<file path="config.mk">
export PLATFORM = sky130hd
export DESIGN_NAME = stream_find_and_replace_unit
export DESIGN_NICKNAME = d
export VERILOG_FILES = /design/src/design/sfr_pkg.sv /design/src/design/stream_find_and_replace_unit.sv /design/src/design/sfr_cell.sv /design/src/design/sfr_out.sv
export SDC_FILE = /design/constraint.sdc
export NUM_CORES = 1
export LEC_CHECK = 0
export ABC_CLOCK_PERIOD_IN_PS = 9400
export BUFFER_PORTS_ARGS = -buffer_cell sky130_fd_sc_hd__buf_2
export CAP_MARGIN = 20
export CORE_MARGIN = 2
export CORE_UTILIZATION = 63
export DETAILED_ROUTE_END_ITERATION = 7
export HOLD_SLACK_MARGIN = 0.05
export MAX_ROUTING_LAYER = met4
export PLACE_DENSITY_LB_ADDON = 0.05
export SLEW_MARGIN = 25
export SYNTH_ARGS = -nofsm -noshare
export SYNTH_HDL_FRONTEND = slang
export SYNTH_SLANG_ARGS = --single-unit
</file>
<file path="constraint.sdc">
create_clock -name clk_i -period 9.4 [get_ports clk_i]
set_clock_uncertainty 0.05 [all_clocks]
set_input_delay 0.94 -clock clk_i [delete_from_list [all_inputs] [get_ports clk_i]]
set_output_delay 0.94 -clock clk_i [all_outputs]
set_load 0.05 [all_outputs]
</file>
<file path="src/design/sfr_pkg.sv">
// Shared types, constants and helpers of the stream find-and-replace unit.
package sfr_pkg;

  localparam int unsigned MaxWordBytesDef = 16;
  localparam int unsigned ByteW           = 8;
  localparam int unsigned LenW            = 5;
  localparam int unsigned IdxW4           = 4;
  localparam int unsigned ReplMaxBytes    = 16;
  localparam int unsigned CfgAddrW        = 3;
  localparam int unsigned CfgDataW        = 64;

  localparam logic [CfgAddrW-1:0] CfgPatLo  = 3'd0;
  localparam logic [CfgAddrW-1:0] CfgPatHi  = 3'd1;
  localparam logic [CfgAddrW-1:0] CfgPatLen = 3'd2;
  localparam logic [CfgAddrW-1:0] CfgRepLo  = 3'd3;
  localparam logic [CfgAddrW-1:0] CfgRepHi  = 3'd4;
  localparam logic [CfgAddrW-1:0] CfgRepLen = 3'd5;

  // What a pending burst of results is drawn from.
  typedef enum logic [1:0] {
    BURST_REPL,
    BURST_WIN,
    BURST_MARK
  } sfr_kind_e;

  typedef struct packed {
    sfr_kind_e        kind;
    logic [IdxW4-1:0] idx;
    logic [LenW-1:0]  rem;
    logic             done;
  } sfr_burst_t;

  function automatic logic [ByteW-1:0] pick_byte(input logic [2*CfgDataW-1:0] w,
                                                 input logic [IdxW4-1:0] idx);
    pick_byte = w[{idx, 3'b000} +: ByteW];
  endfunction

endpackage

</file>
<file path="src/design/stream_find_and_replace_unit.sv">
// A transfer loads its results into the burst register of the sequencer, from which they enter
// the output register one by one, where the receiver can take them.
// Throughput: one input transfer per cycle while each byte causes at most one result and the
// receiver takes every result; a byte that causes more holds the input while the sequencer emits them.
// Bytes wait in the window cells until the pattern length is reached or the string ends.
// Reset clears the window fill, the burst and the output valid flag, and sets the registers to their defaults.
module stream_find_and_replace_unit
  import sfr_pkg::*;
#(
  parameter int unsigned MaxWordBytes = MaxWordBytesDef
) (
  input  logic                clk_i,
  input  logic                rst_ni,
  input  logic                cfg_we_i,
  input  logic [CfgAddrW-1:0] cfg_addr_i,
  input  logic [CfgDataW-1:0] cfg_wdata_i,
  input  logic                s_axis_tvalid_i,
  output logic                s_axis_tready_o,
  input  logic [7:0]          s_axis_tdata_i,   // [7:0] text_byte
  input  logic                s_axis_tlast_i,   // end_of_text
  output logic                m_axis_tvalid_o,
  input  logic                m_axis_tready_i,
  output logic [15:0]         m_axis_tdata_o,   // [7:0] out_byte, [8] run_last, zero above
  output logic [0:0]          m_axis_tuser_o,   // [0] byte_present
  output logic                m_axis_tlast_o    // string_done
);

  localparam int unsigned FillW = $clog2(MaxWordBytes + 1);

  logic [CfgDataW-1:0] pat_lo_q, pat_hi_q, rep_lo_q, rep_hi_q;
  logic [LenW-1:0]     pat_len_q, rep_len_q;
  logic [FillW-1:0]    fill_q, fill_d;

  logic [LenW-1:0]  plen, rlen, fill_cur, fill_new;
  logic             accept, last, full, hit;
  sfr_burst_t       burst_load;
  logic [ByteW-1:0] cell_byte [MaxWordBytes];
  logic [ByteW-1:0] cell_snap [MaxWordBytes];
  logic [ByteW-1:0] cell_pat  [MaxWordBytes];
  logic             cell_match [MaxWordBytes];
  logic             cell_used  [MaxWordBytes];
  logic [ByteW-1:0] out_byte;
  logic             out_run_last;

  assign accept = s_axis_tvalid_i && s_axis_tready_o;
  assign last   = s_axis_tlast_i;

  always_ff @(posedge clk_i or negedge rst_ni) begin
    if (!rst_ni) begin
      pat_lo_q  <= '0;
      pat_hi_q  <= '0;
      pat_len_q <= LenW'(1);
      rep_lo_q  <= '0;
      rep_hi_q  <= '0;
      rep_len_q <= '0;
    end else if (cfg_we_i) begin
      case (cfg_addr_i)
        CfgPatLo:  pat_lo_q  <= cfg_wdata_i;
        CfgPatHi:  pat_hi_q  <= cfg_wdata_i;
        CfgPatLen: pat_len_q <= cfg_wdata_i[LenW-1:0];
        CfgRepLo:  rep_lo_q  <= cfg_wdata_i;
        CfgRepHi:  rep_hi_q  <= cfg_wdata_i;
        CfgRepLen: rep_len_q <= cfg_wdata_i[LenW-1:0];
        default: ;
      endcase
    end
  end

  // Zero pattern length acts as one; pattern length clips at the window depth, replacement at ReplMaxBytes.
  always_comb begin
    if (pat_len_q == '0) begin
      plen = LenW'(1);
    end else if (pat_len_q > LenW'(MaxWordBytes)) begin
      plen = LenW'(MaxWordBytes);
    end else begin
      plen = pat_len_q;
    end
    rlen     = (rep_len_q > LenW'(ReplMaxBytes)) ? LenW'(ReplMaxBytes) : rep_len_q;
    fill_cur = (LenW'(fill_q) >= plen) ? (plen - LenW'(1)) : LenW'(fill_q);
    fill_new = fill_cur + LenW'(1);
    full     = (fill_new == plen);
  end

  // The newest byte sits in cell 0, so cell k compares with pattern byte plen-1-k.
  for (genvar k = 0; k < MaxWordBytes; k++) begin : g_cell
    assign cell_used[k] = (LenW'(k) < plen);
    assign cell_pat[k]  = pick_byte({pat_hi_q, pat_lo_q},
                                    IdxW4'(plen - LenW'(1) - LenW'(k)));
    if (k == 0) begin : g_head
      sfr_cell u_cell (
        .clk_i      (clk_i),
        .shift_en_i (accept),
        .byte_i     (s_axis_tdata_i),
        .pat_byte_i (cell_pat[k]),
        .in_use_i   (cell_used[k]),
        .match_i    (1'b1),
        .byte_o     (cell_byte[k]),
        .match_o    (cell_match[k]),
        .snap_o     (cell_snap[k])
      );
    end else begin : g_body
      sfr_cell u_cell (
        .clk_i      (clk_i),
        .shift_en_i (accept),
        .byte_i     (cell_byte[k-1]),
        .pat_byte_i (cell_pat[k]),
        .in_use_i   (cell_used[k]),
        .match_i    (cell_match[k-1]),
        .byte_o     (cell_byte[k]),
        .match_o    (cell_match[k]),
        .snap_o     (cell_snap[k])
      );
    end
  end

  assign hit = cell_match[MaxWordBytes-1];

  always_comb begin
    burst_load = '{kind: BURST_WIN, idx: '0, rem: '0, done: last};
    if (full && hit) begin
      if (rlen != '0) begin
        burst_load.kind = BURST_REPL;
        burst_load.rem  = rlen;
      end else if (last) begin
        burst_load.kind = BURST_MARK;
        burst_load.rem  = LenW'(1);
      end
    end else if (full) begin
      // The oldest byte goes out; at the end of the string the rest follows.
      burst_load.idx = IdxW4'(plen - LenW'(1));
      burst_load.rem = last ? plen : LenW'(1);
    end else if (last) begin
      burst_load.idx = IdxW4'(fill_new - LenW'(1));
      burst_load.rem = fill_new;
    end
  end

  always_comb begin
    fill_d = fill_q;
    if (cfg_we_i && (cfg_addr_i == CfgPatLen)) begin
      fill_d = '0;
    end else if (accept) begin
      if (last || (full && hit)) begin
        fill_d = '0;
      end else if (full) begin
        fill_d = FillW'(plen - LenW'(1));
      end else begin
        fill_d = FillW'(fill_new);
      end
    end
  end

  always_ff @(posedge clk_i or negedge rst_ni) begin
    if (!rst_ni) begin
      fill_q <= '0;
    end else begin
      fill_q <= fill_d;
    end
  end

  sfr_out #(
    .MaxWordBytes (MaxWordBytes)
  ) u_out (
    .clk_i      (clk_i),
    .rst_ni     (rst_ni),
    .load_i     (accept),
    .burst_i    (burst_load),
    .snap_i     (cell_snap),
    .repl_i     ({rep_hi_q, rep_lo_q}),
    .ready_o    (s_axis_tready_o),
    .m_tready_i (m_axis_tready_i),
    .m_tvalid_o (m_axis_tvalid_o),
    .out_byte_o (out_byte),
    .present_o  (m_axis_tuser_o[0]),
    .run_last_o (out_run_last),
    .done_o     (m_axis_tlast_o)
  );

  assign m_axis_tdata_o = {7'b0, out_run_last, out_byte};

  a_fill_bound: assert property (@(posedge clk_i) disable iff (!rst_ni)
    LenW'(fill_q) <= LenW'(MaxWordBytes))
    else $error("window fill beyond depth");

  a_end_empties: assert property (@(posedge clk_i) disable iff (!rst_ni)
    (accept && last) |=> (fill_q == '0))
    else $error("window not emptied at end of string");

  a_marker_is_end: assert property (@(posedge clk_i) disable iff (!rst_ni)
    (m_axis_tvalid_o && !m_axis_tuser_o[0]) |-> (m_axis_tlast_o && m_axis_tdata_o[8]))
    else $error("end-only marker outside the end of a string");

  a_done_is_run_end: assert property (@(posedge clk_i) disable iff (!rst_ni)
    (m_axis_tvalid_o && m_axis_tlast_o) |-> m_axis_tdata_o[8])
    else $error("string end not on the last result of a byte");

endmodule

</file>
<file path="src/design/sfr_cell.sv">
// One window cell: holds a text byte, compares it with its pattern byte, keeps a snapshot.
module sfr_cell
  import sfr_pkg::*;
(
  input  logic             clk_i,
  input  logic             shift_en_i,
  input  logic [ByteW-1:0] byte_i,
  input  logic [ByteW-1:0] pat_byte_i,
  input  logic             in_use_i,
  input  logic             match_i,
  output logic [ByteW-1:0] byte_o,
  output logic             match_o,
  output logic [ByteW-1:0] snap_o
);

  logic [ByteW-1:0] byte_q, byte_d;
  logic [ByteW-1:0] snap_q, snap_d;

  // The compare looks at the byte this cell holds after the transfer in progress.
  assign match_o = match_i & (!in_use_i || (byte_i == pat_byte_i));

  always_comb begin
    byte_d = byte_q;
    snap_d = snap_q;
    if (shift_en_i) begin
      byte_d = byte_i;
      snap_d = byte_i;
    end
  end

  always_ff @(posedge clk_i) begin
    byte_q <= byte_d;
    snap_q <= snap_d;
  end

  assign byte_o = byte_q;
  assign snap_o = snap_q;

endmodule

</file>
<file path="src/design/sfr_out.sv">
// Result sequencer: steps through a burst of results and feeds the output register.
module sfr_out
  import sfr_pkg::*;
#(
  parameter int unsigned MaxWordBytes = MaxWordBytesDef
) (
  input  logic                  clk_i,
  input  logic                  rst_ni,
  input  logic                  load_i,
  input  sfr_burst_t            burst_i,
  input  logic [ByteW-1:0]      snap_i [MaxWordBytes],
  input  logic [2*CfgDataW-1:0] repl_i,
  output logic                  ready_o,
  input  logic                  m_tready_i,
  output logic                  m_tvalid_o,
  output logic [ByteW-1:0]      out_byte_o,
  output logic                  present_o,
  output logic                  run_last_o,
  output logic                  done_o
);

  localparam int unsigned IdxW = (MaxWordBytes > 1) ? $clog2(MaxWordBytes) : 1;

  sfr_burst_t       burst_q, burst_d;
  logic             out_valid_q, out_valid_d;
  logic [ByteW-1:0] out_byte_q, out_byte_d;
  logic             out_present_q, out_present_d;
  logic             out_run_last_q, out_run_last_d;
  logic             out_done_q, out_done_d;
  logic             advance;
  logic [ByteW-1:0] sel_byte;
  logic             sel_present;

  assign advance = (burst_q.rem != '0) && (!out_valid_q || m_tready_i);
  assign ready_o = (burst_q.rem == '0) || ((burst_q.rem == LenW'(1)) && advance);

  always_comb begin
    sel_byte    = '0;
    sel_present = 1'b0;
    case (burst_q.kind)
      BURST_REPL: begin
        sel_byte    = pick_byte(repl_i, burst_q.idx);
        sel_present = 1'b1;
      end
      BURST_WIN: begin
        sel_byte    = snap_i[burst_q.idx[IdxW-1:0]];
        sel_present = 1'b1;
      end
      BURST_MARK: begin
        sel_byte    = '0;
        sel_present = 1'b0;
      end
      default: begin
        sel_byte    = '0;
        sel_present = 1'b0;
      end
    endcase
  end

  // Window bytes were snapshotted newest first, so a window burst walks downward.
  always_comb begin
    burst_d = burst_q;
    if (advance) begin
      burst_d.rem = burst_q.rem - LenW'(1);
      if (burst_q.kind == BURST_WIN) begin
        burst_d.idx = burst_q.idx - IdxW4'(1);
      end else begin
        burst_d.idx = burst_q.idx + IdxW4'(1);
      end
    end
    if (load_i) begin
      burst_d = burst_i;
    end
  end

  always_comb begin
    out_valid_d    = out_valid_q;
    out_byte_d     = out_byte_q;
    out_present_d  = out_present_q;
    out_run_last_d = out_run_last_q;
    out_done_d     = out_done_q;
    if (advance) begin
      out_valid_d    = 1'b1;
      out_byte_d     = sel_byte;
      out_present_d  = sel_present;
      out_run_last_d = (burst_q.rem == LenW'(1));
      out_done_d     = (burst_q.rem == LenW'(1)) && burst_q.done;
    end else if (m_tready_i) begin
      out_valid_d = 1'b0;
    end
  end

  always_ff @(posedge clk_i or negedge rst_ni) begin
    if (!rst_ni) begin
      burst_q     <= '{kind: BURST_MARK, idx: '0, rem: '0, done: 1'b0};
      out_valid_q <= 1'b0;
    end else begin
      burst_q     <= burst_d;
      out_valid_q <= out_valid_d;
    end
  end

  always_ff @(posedge clk_i) begin
    out_byte_q     <= out_byte_d;
    out_present_q  <= out_present_d;
    out_run_last_q <= out_run_last_d;
    out_done_q     <= out_done_d;
  end

  assign m_tvalid_o = out_valid_q;
  assign out_byte_o = out_byte_q;
  assign present_o  = out_present_q;
  assign run_last_o = out_run_last_q;
  assign done_o     = out_done_q;

endmodule

</file>
# Word level (Yosys, flattened, before mapping)
# Cells that the tools add are included.
[word_totals] register_bits=423 latchBits=0 ram_bits=0 rom_bits=0 input_bits=81 elab_cells=216 n_memories=0
[op_classes] addsub=21 mul=0 n_div=0 n_lt_le_gt_ge=20 eq_ne=24 shift=17 muxes=28 n_bitwise=16 n_reduce_logical=58
[ops] cell="$shiftx A128 B8 Y8" n=17
[ops] cell="$eq A8 B8 Y1" n=16
[ops] cell="$mux W5" n=11
[ops] cell="$lt A4 B5 Y1 const A" n=8
[ops] cell="$bmux W8 S4" n=1
[ops] cell="$sub A4 B4 Y4 const B" n=8
[ops] cell="$mux W9" n=3
[ops] cell="$lt A3 B5 Y1 const A" n=4
[ops] cell="$logic_or A1 B1 Y1" n=19
[ops] cell="$logic_not A1 Y1" n=17
[ops] cell="$mux W8" n=2
[ops] cell="$pmux W8 S2" n=1
[ops] cell="$sub A4 B3 Y4 const B" n=4
[ops] cell="$and A1 B1 Y1" n=15
[ops] cell="$reduce_and A2 Y1" n=6
[ops] cell="$sub A4 B1 Y4 const B" n=3
[ops] cell="$gt A5 B5 Y1 const B" n=2
[ops] cell="$logic_not A5 Y1" n=2
[ops] cell="$lt A1 B5 Y1 const A" n=2
[ops] cell="$lt A2 B5 Y1 const A" n=2
[ops] cell="$mux W10" n=1
[ops] cell="$reduce_bool A5 Y1" n=2
[ops] cell="$sub A5 B1 Y5 const B" n=2
[ops] cell="$mux W4" n=2
[ops] cell="other kinds (19)" n=34

# Logic depth before layout (Yosys ltp)
[logic_depth] word_depth=28 ltp_mapped=28 mapped_depth_nobuf=20

# Modules after synthesis
# Synthesis repeated with hierarchy kept, for this count alone.
[unflattened] hier_cells=2324 hier_area_um2=26917.1
[modules_own_cells] mod="stream_find_and_replace_unit" instances=1 cells_each=1635 area_per_inst_um2=17379.2
[modules_own_cells] mod="sfr_cell" instances=16 cells_each=28 area_per_inst_um2=394.1
[modules_own_cells] mod="sfr_out" instances=1 cells_each=241 area_per_inst_um2=3231.8

# Worst setup path before layout
# Ideal clock, no wire load.
[synth_timing] kind="input to register" start="input m_axis_tready_i" end="register u_out.burst_q[5] (netlist bit)" arrival_ns=6.881 required_time_ns=9.248 setup_slack_ns=2.367 cell_stages=8 cell_sequence="nand2b_1 a21oi_1 nor2b_1 nand2_1 inv_1 clkbuf_1 o2111ai_1 o311ai_2"
[synth_between] elab_chain_len=6 elab_cells_between_ends=7 cone_classes="1 x mux; 6 x reduce/logical"
[synth_rtl] item="start, declared" line_no="stream_find_and_replace_unit.sv:22" source="input logic m_axis_tready_i,"
[synth_rtl] item="$logic_or A1 B1 Y1 (*)" line_no="sfr_out.sv:34" source="assign advance = (burst_q.rem != '0) && (!out_valid_q || m_tready_i);"
[synth_rtl] item="$logic_and A1 B1 Y1 (*)" line_no="sfr_out.sv:34"
[synth_rtl] item="$logic_and A1 B1 Y1 (*)" line_no="sfr_out.sv:35" source="assign ready_o = (burst_q.rem == '0) || ((burst_q.rem == LenW'(1)) && advance);"
[synth_rtl] item="$logic_or A1 B1 Y1 (*)" line_no="sfr_out.sv:35"
[synth_rtl] item="named net s_axis_tready_o" line_no="stream_find_and_replace_unit.sv:18" source="output logic s_axis_tready_o,"
[synth_rtl] item="$logic_and A1 B1 Y1 (*)" line_no="stream_find_and_replace_unit.sv:45" source="assign accept = s_axis_tvalid_i && s_axis_tready_o;"
[synth_rtl] item="named net accept" line_no="stream_find_and_replace_unit.sv:35" source="logic accept, last, full, hit;"
[synth_rtl] item="$mux W10 or $reduce_bool A2 Y1 (tied branches)"
[synth_rtl] item="end signal, assigned" line_no="sfr_out.sv:95" source="burst_q <= '{kind: BURST_MARK, idx: '0, rem: '0, done: 1'b0};"
[synth_rtl] item="end signal, assigned" line_no="sfr_out.sv:98" source="burst_q <= burst_d;"
[synth_rtl] item="end, declared" line_no="sfr_out.sv:24" source="sfr_burst_t burst_q, burst_d;"
# Mark *: on every way through the listed nets, which the timed path passes. The rest lies on a longest branch.
# A chain may end at the register's enable or synchronous reset.

# Final worst setup path
[layout_timing] start="register pat_len_q[2]" end="register fill_q[0]"
[layout_between] elab_chain_len=28 elab_cells_between_ends=125 cone_classes="17 x add/sub; 18 x order compare; 17 x eq/ne; 16 x shift; 7 x mux; 15 x bitwise; 35 x reduce/logical"
[layout_rtl] item="start, declared" line_no="stream_find_and_replace_unit.sv:31" source="logic [LenW-1:0] pat_len_q, rep_len_q;"
[layout_rtl] item="start signal, assigned" line_no="stream_find_and_replace_unit.sv:52" source="pat_len_q <= LenW'(1);"
[layout_rtl] item="start signal, assigned" line_no="stream_find_and_replace_unit.sv:60" source="CfgPatLen: pat_len_q <= cfg_wdata_i[LenW-1:0];"
[layout_rtl] item="$gt A5 B5 Y1" line_no="stream_find_and_replace_unit.sv:73" source="end else if (pat_len_q > LenW'(MaxWordBytes)) begin"
[layout_rtl] item="$mux W5" line_no="stream_find_and_replace_unit.sv:73"
[layout_rtl] item="$mux W5 (*)" line_no="stream_find_and_replace_unit.sv:71" source="if (pat_len_q == '0) begin"
[layout_rtl] item="$sub A5 B1 Y5" line_no="stream_find_and_replace_unit.sv:79, stream_find_and_replace_unit.sv:146"
[layout_rtl] item="$sub A4 B1 Y4" line_no="stream_find_and_replace_unit.sv:88" source="IdxW4'(plen - LenW'(1) - LenW'(k)));"
[layout_rtl] item="$shiftx A128 B8 Y8" line_no="sfr_pkg.sv:35" source="pick_byte = w[{idx, 3'b000} +: ByteW];"
[layout_rtl] item="$eq A8 B8 Y1" line_no="sfr_cell.sv:20" source="assign match_o = match_i & (!in_use_i || (byte_i == pat_byte_i));"
[layout_rtl] item="$logic_or A1 B1 Y1" line_no="sfr_cell.sv:20"
[layout_rtl] item="$and A1 B1 Y1 (15 in a row)" line_no="sfr_cell.sv:20"
[layout_rtl] item="$logic_and A1 B1 Y1" line_no="stream_find_and_replace_unit.sv:143" source="if (last || (full && hit)) begin"
[layout_rtl] item="$logic_or A1 B1 Y1" line_no="stream_find_and_replace_unit.sv:143"
[layout_rtl] item="$mux W5 (*)" line_no="stream_find_and_replace_unit.sv:143"
[layout_rtl] item="$mux W5 (*)" line_no="stream_find_and_replace_unit.sv:142" source="end else if (accept) begin"
[layout_rtl] item="$mux W5 (*)" line_no="stream_find_and_replace_unit.sv:140" source="if (cfg_we_i && (cfg_addr_i == CfgPatLen)) begin"
[layout_rtl] item="end signal, assigned" line_no="stream_find_and_replace_unit.sv:157" source="fill_q <= fill_d;"
[layout_rtl] item="end, declared" line_no="stream_find_and_replace_unit.sv:32" source="logic [FillW-1:0] fill_q, fill_d;"
# Every way passes the cells marked *; elsewhere a longest branch is shown, timed or not. The select of a mux whose other input is x is not followed.

==> summary.md <==
| Metric | Value |
|---|---|
| Num CTS Buffers | 45 |
| Number of storage elements in the synthesis netlist | 423 |
| R2r startpoint | pat_len_q[2] |
| Average via count per standard cell | 7.47 |
| Crit path time final | 7.63 ns |
| Category of the critical setup timing path | flop to flop |
| Number of remaining DRC errors | 0 |
| Via count | 21,641 |
| Part of the power in combinational logic | 0.578 |
| Endpoints failing hold | 0 |
| Average detailed-routed wire length per instance | 31.9 microns |
| Final period utilization | 0.811 |
| Slew @ Worst Pin | 1.19 ns |
| Site row count | 76 |
| CP cell instances | or4_4, nand2_4, inv_2, ha_1, xnor2_2, buf_4, ha_1, inv_1, o21a_1, a2111oi_4, nor3_1, or4b_1, or4_1, a221oi_2, nand4_1, and4b_1, nand2_4, a22o_1 |
| CTS Hold Bufs | 0 |
| Sw Pwr | 0.00489 W |
| TritonCTS clock tree | built |
| Kind of capture point of the worst setup path | flop |
| Most instantiated library cell after synthesis | dfrtp_1 |
| Insertion delay to the later sink of the worst-skew pair | 0.61 ns |
| # placed instances | 2,819 |
| Clock buffer depth | 3 |
| Result of the run | complete, no violations |
| Peak VDD IR | 0.226 mV |
| Post-synth top area share | 0.257 |
| Net Sw Frac | 0.451 |
| Quantity of gates resized following cts | 0 |
| Critical path peak fanout | 42 |
| Number of cells on the worst reg-to-reg path | 18 |
| Setup slack of the most critical reg-to-reg path | 1.77 ns |
| Startpoint of the most critical setup path | pat_len_q[2] |
| Routed Wire Length | 92,600 microns |
| Final Util | 0.692 |
| First-pass GRT wire length | 135,000 microns |
| # Max-Cap Violations | 0 |
| Buffers inserted during post-CTS setup optimization | 0 |
| Sum of net half-perimeters after detailed placement | 68,700 microns |
| Pwr dens | 364 nW/um^2 |
| Final antenna-violating net count | 0 |
| H-tree depth reported by CTS | 2 |
| Number of fill cells in the layout | 3,082 |
| Count of pins on the block boundary | 101 |
| Clock network fraction of design power | 0.162 |
| Final estimated routing congestion in global placement | 1.10 |
| Area added between synthesis and finish | 8.59% |
| Number of buffer cells added on primary ports | 93 |
| Multi-input logic area | 15,300 sq um |
| Largest cells by area after synthesis | dfrtp_1, mux4_2, edfxtp_1 |
| Clock Tree Root | clkbuf_16 |
| Upper clock frequency limit | 131 MHz |
| Number of antenna violations at the first check in global routing | 6 |
| Most frequent cells after synthesis | dfrtp_1, mux2_2, mux4_2 |
| Reg-to-reg critical path endpoint | fill_q[0] |
| Placement Cell Area | 28,300 sq um |
| Post-synth top area cell | dfrtp_1 |
| Total core area | 43,100 sq um |
| Floorplan die height | 213 microns |
| Number of buffers and inverters on the critical path | 3 |
| Count of non-filler cells in the finished layout | 2,898 |
| Fraction of layout instances using a drive strength above 1 | 0.299 |
| Detailed-router iteration count before antenna repair | 6 |
| Via count of the first global-routing pass | 20,129 |
| Setup repair after global routing missed its margin | no |
| Worst endpoint required time | 9.83 ns |
| Commonest register cell after synthesis | dfrtp_1 |
| DIE AREA | 45,200 sq um |
| Class of the worst hold path | input pin to asynchronous set/reset pin |
| Overflow after GRT | 0 |
| Worst setup path endpoint | fill_q[0] |
| Cell-internal power | 0.00596 W |
| Die W | 213 microns |
| Final setup violating endpoints | 0 |
| Startpoint type of the worst setup path | flop |
| Post-Route Setup TNS | 0 ns |
| Area taken by flip-flops and latches | 11,300 sq um |
| Yosys cell types | 86 |
| Gate family responsible for the most delay along the worst path | simple AND/OR/NAND/NOR gates |
| Cell with the largest stage delay on the worst path | ha_1 |
| Initial detailed-routing violation count | 3,462 |
| Normalized max-slew margin | 0.200 |
| Number of clock sinks seen by CTS | 423 |
| Number of warnings issued by yosys | 0 |
| Syn avg cell area | 12.1 sq um |
| # nets final | 2,385 |
| Worst EP arrival | 8.06 ns |
| Final slew viol count | 0 |
| Synth Cell Area | 27,400 sq um |
| Async SR Flop Fraction | 0.671 |
| Share of the yosys chip area belonging to registers | 0.411 |
| Cell depth of the worst setup path | 18 |
| Global routing usage summed across all routing layers | 0.427 |
| Synthesized instance count | 2,277 |
| Clock-pin slew reported for the worst setup and hold paths after clock tree synthesis | 0.06 ns |
| Largest net degree at the start of global routing | 181 |
| Number of synthesized flops with an enable pin | 139 |
| Sequential power share | 0.260 |
| Largest stage delay on the critical path | 0.92 ns |
| LEAKAGE | 11.3 nW |
| Final design area excluding fillers | 29,800 sq um |
| Initial cell density of the core | 0.637 |
worst reg2reg max path: cells and delay by family, from the launching register on:
kind,cells,cell delay (ns)
xor gates and xnor gates,1,0.18
buffers and inverters,3,0.95
and+or+nand+nor,8,3.37
AOI/OAI and AO/OA,4,1.15
DFF,1,0.59
adders and majority gates,2,1.22
layout make-up:
cell class | count | share of cell area
multi-input cells | 1622 | 0.513
flip-flops and latches | 423 | 0.379
clock buffers | 62 | 0.0427
repair buffers | 134 | 0.0275
well taps | 585 | 0.0246
inverters | 56 | 0.00714
clock inverters | 15 | 0.00558
diodes | 1 | 0.0000840
how the worst min path moves through the flow:
stage | startpoint | end | slack (ns)
4_1_cts | rst_ni | rep_hi_q[13] | 0.36
3_3_place_gp | u_out.burst_q[0] | u_out.burst_q[0] | 0.41
3_5_place_dp | u_out.burst_q[0] | u_out.burst_q[0] | 0.42
5_1_grt | rst_ni | rep_lo_q[58] | 0.38
6_report | rst_ni | rep_lo_q[58] | 0.32
2_1_floorplan | u_out.burst_q[0] | u_out.burst_q[0] | 0.39
sequential cells by signal, indices dropped and copies added, names as in the netlist, 5 cells and up:
name	count
fill_q	5
g_cell.g_body.u_cell.byte_o	96
g_cell.g_body.u_cell.snap_o	24
g_cell.g_head.u_cell.byte_o	8
pat_hi_q	64
pat_len_q	5
pat_lo_q	64
rep_hi_q	64
rep_len_q	5
rep_lo_q	64
u_out.burst_q	12
u_out.out_byte_o	8
cells in the final DEF, fill, tap and decap left out, types with 7 or more instances in the layout:
master,instances
dfrtp_1,278
mux2_2,244
mux4_2,197
nand2_1,156
edfxtp_1,139
buf_2,92
a22oi_1,91
mux2i_1,86
o21ai_0,77
nor2_1,59
xor2_1,59
xnor2_1,57
a21oi_1,53
a211oi_1,50
inv_1,48
nand2b_1,48
clkbuf_16,46
o211ai_1,45
nor3_1,39
buf_4,38
nand3_1,33
nor4_1,32
a22o_1,23
ha_1,20
nand4_1,18
a31oi_1,18
a211o_1,17
nor2b_1,13
and3_1,12
and4_1,10
o221ai_1,10
clkbuf_1,10
or3_1,9
or2_2,9
o22a_1,9
or4_1,7
conb_1,7
logic make-up (layout without fill, tap and decap cells):
logic type,Yosys count,in the layout,share of synthesized area
AO/OA/AOI/OAI,479,479,0.125
buffers and inverters,238,267,0.0358
XOR/XNOR,118,118,0.0379
other,1,8,0.000137
flip-flops,423,423,0.411
AND/OR/NAND/NOR,469,469,0.0867
multiplexers,527,527,0.293
adder cells (fa/ha/maj),22,22,0.0103
metrics by stage:
step | worst slack, ns | power [W] | hold WS (ns)
6_report | 1.77 | 0.0109 | 0.316
5_1_grt | 1.41 | 0.0112 | 0.382
4_1_cts | 1.95 | 0.0106 | 0.359
3_5_place_dp | 1.99 | 0.00885 | 0.425
3_3_place_gp | 2.15 | 0.00871 | 0.412
2_1_floorplan | 2.37 | 0.00701 | 0.388
power groups by stage:
stage	Sequential, W	Clock (W)	Combinational [W]
finish	0.00282	0.00176	0.00627
global route	0.00286	0.00184	0.00651
CTS	0.00280	0.00177	0.00605
detailed placement	0.00283	0	0.00602
global placement	0.00280	0	0.00591
floorplan	0.00265	0	0.00436
routing by layer:
layer / vias to the layer above / wire length [microns] / GRT usage
met2: 1503 / 40800 / 0.610
met3: 296 / 11400 / 0.102
met5: - / 0 / -
li1: 8888 / - / -
met1: 10954 / 35900 / 0.591
met4: 0 / 4530 / 0.173
(Power assumes the default switching activity.)
